<file path="config.mk">
export PLATFORM = sky130hd
export DESIGN_NAME = bfa_ctrl
export DESIGN_NICKNAME = d
export VERILOG_FILES = /design/src/rtl/bfa_pkg.sv /design/src/rtl/bfa_ctrl.sv
export SDC_FILE = /design/constraint.sdc
export NUM_CORES = 1
export LEC_CHECK = 0
export ABC_CLOCK_PERIOD_IN_PS = 2250
export BUFFER_PORTS_ARGS = -buffer_cell sky130_fd_sc_hd__clkbuf_2
export CORE_AREA = 2 2 39 41
export CTS_CLUSTER_DIAMETER = 40
export DETAILED_ROUTE_END_ITERATION = 8
export DIE_AREA = 0 0 41 43
export GPL_ROUTABILITY_DRIVEN = 0
export HOLD_SLACK_MARGIN = 0.06
export PLACE_DENSITY = 0.54
export SKIP_CTS_REPAIR_TIMING = 1
export SLEW_MARGIN = 30
export SYNTH_ARGS = -nofsm -noshare
export SYNTH_HDL_FRONTEND = slang
export SYNTH_SLANG_ARGS = --single-unit
</file>
<file path="constraint.sdc">
create_clock -name clk -period 2.25 [get_ports clk]
set_clock_uncertainty 0.2 [all_clocks]
set_input_delay 0 -clock clk [delete_from_list [all_inputs] [get_ports clk]]
set_output_delay 0 -clock clk [all_outputs]
set_load 0.05 [all_outputs]
</file>
<file path="src/rtl/bfa_pkg.sv">
// ----------------------------------------------------------------------------
// bfa_pkg: shared types and constants of the bitmap frame allocator
// Map geometry, item formats, controller command and status groups, and
// find-first helpers.
// ----------------------------------------------------------------------------
package bfa_pkg;

	localparam int FRAMES      = 65536;
	localparam int WORD_BITS   = 32;
	localparam int MAP_WORDS   = FRAMES / WORD_BITS;
	localparam int SUM_WORDS   = MAP_WORDS / WORD_BITS;
	localparam int BIT_W       = $clog2(WORD_BITS);
	localparam int MAP_AW      = $clog2(MAP_WORDS);
	localparam int SUM_AW      = $clog2(SUM_WORDS);
	localparam int FRAME_W     = 16;
	localparam int TOTAL_W     = 17;
	localparam int TALLY_W     = 17;
	localparam int ADDR_W      = 28;
	localparam int PAGE_SHIFT  = 12;

	localparam logic [TOTAL_W-1:0] TOTAL_RESET = TOTAL_W'(65536);
	localparam logic [TALLY_W-1:0] TALLY_MAX   = {TALLY_W{1'b1}};

	typedef enum logic [1:0] {
		CMD_ALLOC   = 2'd0,
		CMD_FREE    = 2'd1,
		CMD_AVAIL   = 2'd2,
		CMD_RESERVE = 2'd3
	} cmd_t;

	typedef struct packed {
		cmd_t               cmd;
		logic [FRAME_W-1:0] frame;
	} in_item_t;

	typedef struct packed {
		logic [ADDR_W-1:0]  frame_address;
		logic               out_of_memory;
		logic [TALLY_W-1:0] free_count;
	} out_item_t;

	// controller to datapath
	typedef struct packed {
		logic load_item;
		logic clear_step;
		logic look_alloc;
		logic look_other;
		logic oom_load;
		logic amap;
		logic upd;
	} ctrl_cmd_t;

	// datapath to controller
	typedef struct packed {
		logic clear_last;
		logic is_alloc;
		logic top_empty;
		logic slot_free;
	} ctrl_stat_t;

	function automatic logic [BIT_W-1:0] ffs_word(input logic [WORD_BITS-1:0] v);
		logic [BIT_W-1:0] idx;
		idx = '0;
		for (int i = WORD_BITS - 1; i >= 0; i--) begin
			if (v[i]) idx = BIT_W'(i);
		end
		return idx;
	endfunction

	function automatic logic [SUM_AW-1:0] ffs_top(input logic [SUM_WORDS-1:0] v);
		logic [SUM_AW-1:0] idx;
		idx = '0;
		for (int i = SUM_WORDS - 1; i >= 0; i--) begin
			if (v[i]) idx = SUM_AW'(i);
		end
		return idx;
	endfunction

endpackage

</file>
<file path="src/rtl/bfa_ctrl.sv">
// ----------------------------------------------------------------------------
// bfa_ctrl: allocator sequencer
// Runs the map clearing pass after reset, then steps each item through
// lookup, word fetch (alloc only) and update, or ends an empty-map alloc at lookup.
// ----------------------------------------------------------------------------
module bfa_ctrl import bfa_pkg::*; (
	input  logic       clk,
	input  logic       arst_n,
	input  logic       in_valid,
	output logic       in_stall,
	input  ctrl_stat_t stat,
	output ctrl_cmd_t  ctl
);

	typedef enum logic [4:0] {
		ST_CLEAR = 5'b00001,
		ST_IDLE  = 5'b00010,
		ST_LOOK  = 5'b00100,
		ST_AMAP  = 5'b01000,
		ST_UPD   = 5'b10000
	} state_t;

	state_t state_q;
	state_t state_nxt;

	always_comb begin
		state_nxt = state_q;
		ctl       = '0;
		case (state_q)
			ST_CLEAR: begin
				ctl.clear_step = 1'b1;
				if (stat.clear_last) state_nxt = ST_IDLE;
			end
			ST_IDLE: begin
				if (in_valid) begin
					ctl.load_item = 1'b1;
					state_nxt     = ST_LOOK;
				end
			end
			ST_LOOK: begin
				// hold here until the result register can take the next result
				if (stat.slot_free) begin
					if (!stat.is_alloc) begin
						ctl.look_other = 1'b1;
						state_nxt      = ST_UPD;
					end else if (stat.top_empty) begin
						ctl.oom_load = 1'b1;
						state_nxt    = ST_IDLE;
					end else begin
						ctl.look_alloc = 1'b1;
						state_nxt      = ST_AMAP;
					end
				end
			end
			ST_AMAP: begin
				ctl.amap  = 1'b1;
				state_nxt = ST_UPD;
			end
			ST_UPD: begin
				ctl.upd   = 1'b1;
				state_nxt = ST_IDLE;
			end
			default: begin
				state_nxt = ST_CLEAR;
			end
		endcase
	end

	always_ff @(posedge clk or negedge arst_n) begin
		if (!arst_n) begin
			state_q <= ST_CLEAR;
		end else begin
			state_q <= state_nxt;
		end
	end

	assign in_stall = (state_q != ST_IDLE);

endmodule

</file>
After elaboration in Yosys (flattened, before gate mapping)
Cells that the tools add are included.

Register bits: 5. Output and inout port bits: 8. Word-level logic and storage cells: 29.

Equality and inequality tests: 9. Mux-type cells: 18. Reduce and logical (&&, ||, !) cells: 1.

Operator list (count): $pmux 5 s5 (1); $mux 5 (4); $mux 1 (10); $mux 3 (2); $ne 2x2->1 const B (3); $eq 5x1->1 const B (1); $eq 5x2->1 const B (1); $eq 5x3->1 const B (1); $eq 5x4->1 const B (1); $eq 5x5->1 const B (1); $ne 5x2->1 const B (1); $mux 4 (1); $reduce_and 3->1 (1).

Logic depth before layout (Yosys ltp)
Gate-level depths: netlist (run 1).

Depth after elaboration: 4. Depth in mapped cells: 5. Gate-level depth less buffers: 4.

Worst setup path before layout (run 1)
No wires, ideal clock.

Kind: register to output. Start point: register state_q[1]. End point: output ctl[0] (netlist bit). Arrival: 2402 ps. Buffers on the path: 1. Required time: 2050 ps. Setup slack: -352 ps. Cell stages (with the launch flop): 4. Cells stage by stage: dfrtp_1 or2_1 buf_6 nor4b_1.

RTL lines: from (decl) (RTL line bfa_ctrl.sv:23) `state_t state_q;`; from (signal assigned) (RTL line bfa_ctrl.sv:73) `state_q <= state_nxt;`; to (decl) (RTL line bfa_ctrl.sv:12) `output ctrl_cmd_t ctl`.

Worst setup path after layout (run 1)
Start point: register state_q[0]. End point: register state_q[1].

Longest elaborated chain between the ends: 3.

Ends and longest elaborated chain: $eq 5x1->1 (tied with other cells) (RTL line bfa_ctrl.sv:29) `case (state_q)`; $ne 2x2->1 (no source line); $reduce_and 3->1 (no source line).

Parallel ways exist; a longest one is shown, timed or not. A chain may end at the register's enable or synchronous reset.

==> out/metrics.csv, run 1 <==
metric,value,unit
status,finished clean,
antenna_found_initial,0,
cpPeakStageDelay,580,ps
cp_max_fo,8,
p_leak,0.000268,µW
final_nets,75,
wl_met1,410,µm
routed.top_layer,met4,
vias,398,
ys_seq_area_frac,0.325,
end_kind,flip-flop,
totalWireLength,942,µm
slew_viol_final,0,
worstMarginPinSlew,417,ps
clk_pin_slew_worst_paths,40,ps
crit_type,flip-flop to flip-flop,
p_per_area,872,nW/µm²
cp_cell_sequence,or2_1 > o211a_4 > o22ai_2 > dlygate4sd3_1,
htreeDepth,1,
cts_tree,done,
swShare,0.432,
insertion_delay,250,ps
period_share,0.940,
ys_async_sr_fraction,1.00,
syn-instance-count,42,
yosysWarningCount,0,
cp.required,2170,ps
p_comb_frac,0.515,
start_util,0.281,
fp.coreArea,1380,µm²
firstDrtPassIters,2,
area_growth,52.7,%
largest_reg_flops,5,
pwr-share-clk,0.205,
drc,0,
dp_hpwl,603,µm
grt_pass1_vias,320,
synthTopCellsByArea,"dfrtp_1 (26%), dfstp_2 (6.8%), buf_6 (5.8%)",
timing.fmax,473,MHz
max_cap_violations,0,
syn_avg_cell_area,9.26,µm²
die-area,1760,µm²
hold_violations,0,
post_route_cells_drive_above_1_share,0.433,
post_drt_wl_per_cell,11.3,µm
synth_edf_count,0,
crit_path_top_delay_cell,dfstp_2,
critPathArrivalTime,2030,ps
netlist_area,389,µm²
wl_met2,461,µm
max-vdd-ir-drop,0.000435,V
total_power,518,µW
cts_buffers,3,
synthFlopType,dfrtp_1,
setup_viol,0,
grt_first_pass_wirelength,1350,µm
grt.overflow.total,0,
cts.sinks,5,
hp-class,input port to flip-flop,
io_buffers,14,
syn-num-nets,49,
regMostFlops,state_q,
diodes,0,
layout_common_cells,"clkbuf_2 (14), dlygate4sd3_1 (10), nor2_1 (6), dfrtp_1 (4), clkbuf_4 (3)",
die_height,43,µm
clock-root-buffer,clkbuf_4,
grt_use_total,0.116,
synth.top_cell.area_share,0.257,
seq_power_share,0.279,
fp-row-count,14,
fin_tns_setup,0,ps
path_delay_family,flip-flops,
rsz0062_at_grt,no,
route.met3.wl,45,µm
ant_nets,0,
yosys.area.top_type,dfrtp_1,
slew_headroom,0.722,
cp_num_buf_inv,1,
final_common_cell,clkbuf_2,
p_int,295,µW
cp-start-kind,flip-flop,
finalCriticalPeriod,2120,ps
grt_max_degree,12,
ys_ff_latch,5,
power.switching,224,µW
drt_iter0_drc,4,
ios,15,
clockBufferDepth,2,
ys_types,29,
reg_top3,state_q (5),
die_width,41,µm
drt-vias-per-instance,4.80,
==> routing by layer <==
metal,up-vias,GRT usage
met3,3,0.0471
met1,179,0.155
li1,203,-
met4,0,0.0800
met2,13,0.147
met5,-,0
==> worst reg2reg max path, delay by kind of cell, from the launching register on <==
family | cells | cell delay, ps
AND/OR/NAND/NOR | 1 | 320
AO/OA/AOI/OAI | 2 | 300
flip-flops | 1 | 580
buffers and inverters | 1 | 580
==> cell usage after synthesis, drive strengths merged, types with 2 or more instances <==
library cell	count
buf	3
dfrtp	4
inv	2
nand2	2
nand3b	2
nor2	6
nor3	4
nor4b	2
o21ai	2
o22ai	2
==> path summary, 6_finish.rpt <==
| check | start | to | slack, ps | cells past startpoint |
|---|---|---|---|---|
| min reg2reg | state_q[1]$_DFFE_PN0P_ | state_q[2]$_DFFE_PN0P_ | 530 | 2 |
| max in group asynchronous | arst_n | state_q[1]$_DFFE_PN0P_ | 650 | 4 |
| min in group asynchronous | arst_n | state_q[0]$_DFFE_PN1P_ | 580 | 3 |
| min | in_valid | state_q[2]$_DFFE_PN0P_ | 400 | 4 |
| max reg2reg | state_q[0]$_DFFE_PN1P_ | state_q[1]$_DFFE_PN0P_ | 130 | 4 |
| max | state_q[0]$_DFFE_PN1P_ | state_q[1]$_DFFE_PN0P_ | 130 | 4 |
==> power groups by stage <==
stage          clock network (µW)  logic [µW]  registers, µW
2_1_floorplan                   0         227            134
3_3_place_gp                    0         238            146
3_5_place_dp                    0         238            146
4_1_cts                       113         238            145
5_1_grt                       119         285            149
6_report                      106         267            145
==> cell type report <==
cell class	instances	area, µm²
sequential	5	126
inverter	2	7.51
tap	16	20.0
timing repair buffer	24	170
fill	140	790
multi-input combinational	32	244
clock buffer	4	26.3
==> stage by stage <==
stage | worst slack [ps] | instance area [µm²] | hold WS [ps] | utilization | cells
floorplan | 239 | 408 | -496 | - | 42
global placement | 644 | 468 | -382 | 0.338 | 69
detailed placement | 644 | 468 | -381 | 0.338 | 69
CTS | 368 | 494 | -650 | 0.357 | 73
global route | 37.9 | 594 | 448 | 0.429 | 83
finish | 135 | 594 | 402 | 0.429 | 83
==> cells by family (layout without fill, tap and decap cells) <==
group,after synthesis,after routing,share of synthesized area
XOR/XNOR,1,1,0.0225
AO/OA/AOI/OAI,9,9,0.196
flip-flops,5,5,0.325
buffers and inverters,5,30,0.0964
AND/OR/NAND/NOR,22,22,0.360
No activity file was read; power rests on OpenSTA's default activity.
==> run 2, diff against run 1 <==
--- a/config.mk
+++ b/config.mk
@@ -8,6 +8,7 @@
 export ABC_CLOCK_PERIOD_IN_PS = 2250
 export BUFFER_PORTS_ARGS = -buffer_cell sky130_fd_sc_hd__clkbuf_2
 export CORE_AREA = 2 2 39 41
+export CTS_BUF_LIST = sky130_fd_sc_hd__clkbuf_16
 export CTS_CLUSTER_DIAMETER = 40
 export DETAILED_ROUTE_END_ITERATION = 8
 export DIE_AREA = 0 0 41 43
==> out/metrics.csv, run 2 (synthesized netlist as in run 1, its figures left out) <==
metric,value,unit,change
utilization,0.453,,+0.0235
totalWireLength,902,µm,-4.2%
worstSetupPathDepth,5,,+1
p_int,445,µW,+51%
grt_pass1_vias,318,,-0.63%
critPathArrivalTime,1890,ps,-140 ps
finalCriticalPeriod,1990,ps,-128 ps
regMostFlops,state_q,,
p_comb_frac,0.360,,-0.155
total_power,683,µW,+32%
final_common_cell,clkbuf_2,,
layout_common_cells,"clkbuf_2 (14), dlygate4sd3_1 (8), nor2_1 (6), dfrtp_1 (4), clkbuf_16 (3)",,
grt.overflow.total,0,,unchanged
timing.fmax,503,MHz,+6.4%
post_route_cells_drive_above_1_share,0.446,,+0.0133
worstMarginPinSlew,415,ps,-2.31 ps
slew_headroom,0.724,,+0.00154
cpPeakStageDelay,570,ps,about the same
start_util,0.281,,unchanged
p_leak,0.000285,µW,+6.4%
pwr-share-clk,0.428,,+0.223
die_width,41,µm,unchanged
cp.required,2160,ps,about the same
drt_iter0_drc,5,,+1
r2r_setup_slack,260,ps,+130 ps
cts_tree,done,,
design_area,627,µm²,+5.5%
power.switching,238,µW,+6.3%
worstSetupStartpoint,state_q[0]$_DFFE_PN1P_,,
grt_first_pass_wirelength,1390,µm,+3.0%
area_growth,61.1,%,
endpoint,state_q[3]$_DFFE_PN0P_,,
post_drt_wl_per_cell,11.1,µm,-1.9%
grt_max_degree,12,,unchanged
setup_viol,0,,unchanged
wl_met2,429,µm,-6.9%
ant_nets,0,,unchanged
htreeDepth,1,,unchanged
grt_use_total,0.126,,+0.00911
drt-vias-per-instance,4.86,,+1.4%
vias,394,,-1.0%
crit_path_top_delay_cell,dfstp_2,,
max-vdd-ir-drop,0.000705,V,+62%
reg2reg_to,state_q[3]$_DFFE_PN0P_,,
io_buffers,14,,unchanged
ios,15,,unchanged
largest_reg_flops,5,,unchanged
seq_power_share,0.212,,-0.067
clock-root-buffer,clkbuf_16,,
end_kind,flip-flop,,
period_share,0.883,,-0.0568
postPlaceCellArea,468,µm²,unchanged
diodes,0,,unchanged
reg_top3,state_q (5),,
path_delay_family,flip-flops,,
status,finished clean,,
final_nets,73,,-2.7%
max_cap_violations,0,,unchanged
insertion_delay,230,ps,-20 ps
die-area,1760,µm²,unchanged
clockBufferDepth,2,,unchanged
fin_tns_setup,0,ps,unchanged
cts_buffers,3,,unchanged
p_per_area,1090,nW/µm²,+25%
r2r_cells,5,,+1
firstDrtPassIters,2,,unchanged
die_height,43,µm,unchanged
slew_viol_final,0,,unchanged
rsz0062_at_grt,no,,
fp-row-count,14,,unchanged
cp_num_buf_inv,1,,unchanged
fp.coreArea,1380,µm²,unchanged
cp_cell_sequence,or2_1 > nor3_2 > nand2_1 > nor2_1 > dlygate4sd3_1,,
reg2reg_from,state_q[0]$_DFFE_PN1P_,,
swShare,0.348,,-0.0831
crit_type,flip-flop to flip-flop,,
routed.top_layer,met4,,
drc,0,,unchanged
dp_hpwl,603,µm,unchanged
route.met3.wl,41,µm,-8.9%
cp-start-kind,flip-flop,,
cp_max_fo,8,,unchanged
hold_violations,0,,unchanged
hp-class,input port to async pin,,
cts.sinks,5,,unchanged
wl_met1,392,µm,-4.4%
antenna_found_initial,0,,unchanged
clk_pin_slew_worst_paths,40,ps,about the same
## run 2: changes by cell type in the layout (fill, tap and decap cells not counted), sizes merged
cell,change
dlygate4sd3,-2
clkbuf,-1
inv,+1
## run 2: cell type report
type                       count  area [µm²]
fill                         136         757
multi-input combinational     32         244
timing repair buffer          22         150
sequential                     5         126
clock buffer                   3        75.1
tap                           16        20.0
inverter                       2        7.51
clock inverter                 1        3.75
## run 2: how the worst min path moves through the flow
stage | startpoint | endpoint | slack [ps] | cells past startpoint
after floorplan | arst_n | state_q[1]$_DFFE_PN0P_ | -500 | 0
after global routing | arst_n | state_q[0]$_DFFE_PN1P_ | 60 | 2
after detailed placement | arst_n | state_q[1]$_DFFE_PN0P_ | -380 | 1
after CTS | arst_n | state_q[1]$_DFFE_PN0P_ | -620 | 1
after global placement | arst_n | state_q[1]$_DFFE_PN0P_ | -380 | 1
final | arst_n | state_q[0]$_DFFE_PN1P_ | 50 | 2
## run 2: worst reg2reg max path, cell delays in order (launching register included)
cell,delay [ps]
dfstp_2,570
or2_1,320
nor3_2,90
nand2_1,100
nor2_1,40
dlygate4sd3_1,540
## run 2: power by group through the flow
stage               registers, µW  clock network [µW]  logic [µW]
CTS                           145                 298         238
finish                        145                 292         245
floorplan                     134                   0         227
global route                  150                 304         265
global placement              146                   0         238
detailed placement            146                   0         238
## run 2: layer usage
| metal | track usage | up-vias |
|---|---|---|
| met1 | 0.155 | 178 |
| met2 | 0.156 | 13 |
| met5 | 0 | - |
| met3 | 0.0471 | 4 |
| met4 | 0.120 | 0 |
| li1 | - | 199 |
## run 2: stage by stage
step                      cells  setup WS, ps  hold WS (ps)
final                        81           263          49.8
after detailed placement     69           644          -381
after CTS                    73           393          -623
after global placement       69           644          -382
after floorplan              42           239          -496
after global routing         81           134          64.6
==> run 3, diff against run 2 <==
--- a/config.mk
+++ b/config.mk
@@ -7,14 +7,16 @@
 export LEC_CHECK = 0
 export ABC_CLOCK_PERIOD_IN_PS = 2250
 export BUFFER_PORTS_ARGS = -buffer_cell sky130_fd_sc_hd__clkbuf_2
-export CORE_AREA = 2 2 39 41
+export CELL_PAD_IN_SITES_DETAIL_PLACEMENT = 1
+export CELL_PAD_IN_SITES_GLOBAL_PLACEMENT = 2
+export CORE_MARGIN = 2
+export CORE_UTILIZATION = 27
 export CTS_BUF_LIST = sky130_fd_sc_hd__clkbuf_16
 export CTS_CLUSTER_DIAMETER = 40
 export DETAILED_ROUTE_END_ITERATION = 8
-export DIE_AREA = 0 0 41 43
 export GPL_ROUTABILITY_DRIVEN = 0
 export HOLD_SLACK_MARGIN = 0.06
-export PLACE_DENSITY = 0.54
+export PLACE_DENSITY = 0.79
 export SKIP_CTS_REPAIR_TIMING = 1
 export SLEW_MARGIN = 30
 export SYNTH_ARGS = -nofsm -noshare
==> out/metrics.csv, run 3 (synthesized netlist as in run 1, its figures left out) <==
metric,value,unit,change
status,finished clean,,
grt_first_pass_wirelength,1820,µm,+31%
hold_violations,0,,unchanged
fin_tns_setup,0,ps,unchanged
grt_use_total,0.130,,+0.00431
max_cap_violations,0,,unchanged
end_kind,flip-flop,,
io_buffers,14,,unchanged
clock-root-buffer,clkbuf_16,,
post_route_cells_drive_above_1_share,0.446,,unchanged
critPathArrivalTime,1930,ps,+40 ps
grt_pass1_vias,393,,+24%
cp-start-kind,flip-flop,,
worstSetupStartpoint,state_q[0]$_DFFE_PN1P_,,
hp-class,input port to async pin,,
vias,415,,+5.3%
worstMarginPinSlew,447,ps,+32.0 ps
final_nets,73,,unchanged
post_drt_wl_per_cell,14.1,µm,+27%
insertion_delay,230,ps,about the same
r2r_setup_slack,230,ps,-40 ps
dp_hpwl,742,µm,+23%
rsz0062_at_grt,no,,
cpPeakStageDelay,580,ps,about the same
finalCriticalPeriod,2020,ps,+36.5 ps
endpoint,state_q[3]$_DFFE_PN0P_,,
firstDrtPassIters,1,,-1
htreeDepth,1,,unchanged
path_delay_family,simple AND/OR/NAND/NOR gates,,
swShare,0.350,,+0.00112
p_leak,0.000285,µW,unchanged
regMostFlops,state_q,,
worstSetupPathDepth,5,,unchanged
fp.coreArea,1320,µm²,-4.8%
cp_num_buf_inv,1,,unchanged
grt_max_degree,12,,unchanged
start_util,0.295,,+0.0142
diodes,0,,unchanged
multi_input_area,244,µm²,unchanged
pwr-share-clk,0.419,,-0.009
r2r_cells,5,,unchanged
cp_max_fo,8,,unchanged
antenna_found_initial,0,,unchanged
die_height,42.0,µm,-2.4%
final_common_cell,clkbuf_2,,
reg_top3,state_q (5),,
largest_reg_flops,5,,unchanged
cts.sinks,5,,unchanged
num-fill-cells,150,,+10%
drt-vias-per-instance,5.19,,+6.6%
p_int,444,µW,about the same
period_share,0.900,,+0.0162
clk_pin_slew_worst_paths,30,ps,about the same
cp_cell_sequence,or2_1 > nor3_2 > nand2_1 > nor2_1 > dlygate4sd3_1,,
reg2reg_from,state_q[0]$_DFFE_PN1P_,,
setup_ws,226,ps,-36.5 ps
fp-row-count,13,,-1
slew_viol_final,0,,unchanged
crit_path_top_delay_cell,dfstp_2,,
seq_power_share,0.215,,+0.003
p_comb_frac,0.366,,+0.006
setup_viol,0,,unchanged
cts_buffers,3,,unchanged
drc,0,,unchanged
drt_iter0_drc,0,,-5
die_width,42.0,µm,+2.4%
totalWireLength,1130,µm,+25%
ant_nets,0,,unchanged
die-area,1760,µm²,-0.11%
dp_slack,600,ps,-44.2 ps
register_area,126,µm²,unchanged
layout_common_cells,"clkbuf_2 (14), dlygate4sd3_1 (8), nor2_1 (6), dfrtp_1 (4), clkbuf_16 (3)",,
area_growth,60.8,%,
crit_type,flip-flop to flip-flop,,
slew_headroom,0.702,,-0.0213
max-vdd-ir-drop,0.000799,V,+13%
reg2reg_to,state_q[3]$_DFFE_PN0P_,,
timing.fmax,494,MHz,-1.8%
ios,15,,unchanged
cts_tree,done,,
p_per_area,1090,nW/µm²,+0.28%
grt.overflow.total,0,,unchanged
total_power,683,µW,about the same
power.switching,239,µW,+0.40%
clockBufferDepth,2,,unchanged
cp.required,2150,ps,about the same
[run 3: cell counts in the layout (fill, tap and decap cells not counted)]
No cell type changed its count.
[run 3: power groups by stage]
| stage | Clock, µW | Combinational, µW | Sequential [µW] |
|---|---|---|---|
| 2_1_floorplan | 0 | 227 | 134 |
| 3_3_place_gp | 0 | 237 | 146 |
| 3_5_place_dp | 0 | 242 | 147 |
| 4_1_cts | 290 | 242 | 147 |
| 5_1_grt | 300 | 270 | 153 |
| 6_report | 286 | 250 | 147 |
[run 3: layout make-up]
class	instances	share of cell area
Clock buffer	3	0.120
Clock inverter	1	0.00600
Inverter	2	0.0120
Multi-Input combinational cell	32	0.390
Sequential cell	5	0.202
Tap cell	15	0.0300
Timing Repair Buffer	22	0.240
[run 3: through the flow]
stage | util | hold WS [ps] | instance area (µm²) | cells
after floorplan | - | -496 | 408 | 42
after global placement | 0.354 | -378 | 467 | 68
after detailed placement | 0.354 | -378 | 467 | 68
after CTS | 0.414 | -615 | 546 | 72
after global routing | 0.475 | 85.3 | 626 | 80
final | 0.475 | 81.0 | 626 | 80
[run 3: how the worst min path moves through the flow]
stage,from,end,slack (ps),cells past startpoint
2_1_floorplan,arst_n,state_q[1]$_DFFE_PN0P_,-500,0
3_3_place_gp,arst_n,state_q[3]$_DFFE_PN0P_,-380,1
3_5_place_dp,arst_n,state_q[3]$_DFFE_PN0P_,-380,1
4_1_cts,arst_n,state_q[3]$_DFFE_PN0P_,-610,1
5_1_grt,arst_n,state_q[0]$_DFFE_PN1P_,90,2
6_report,arst_n,state_q[0]$_DFFE_PN1P_,80,2
[run 3: metal layers]
metal | share of wire | global-route usage
met2 | 0.53 | 0.213
met5 | 0 | 0
met4 | 0 | 0.0387
met3 | 0.051 | 0.0261
met1 | 0.42 | 0.170
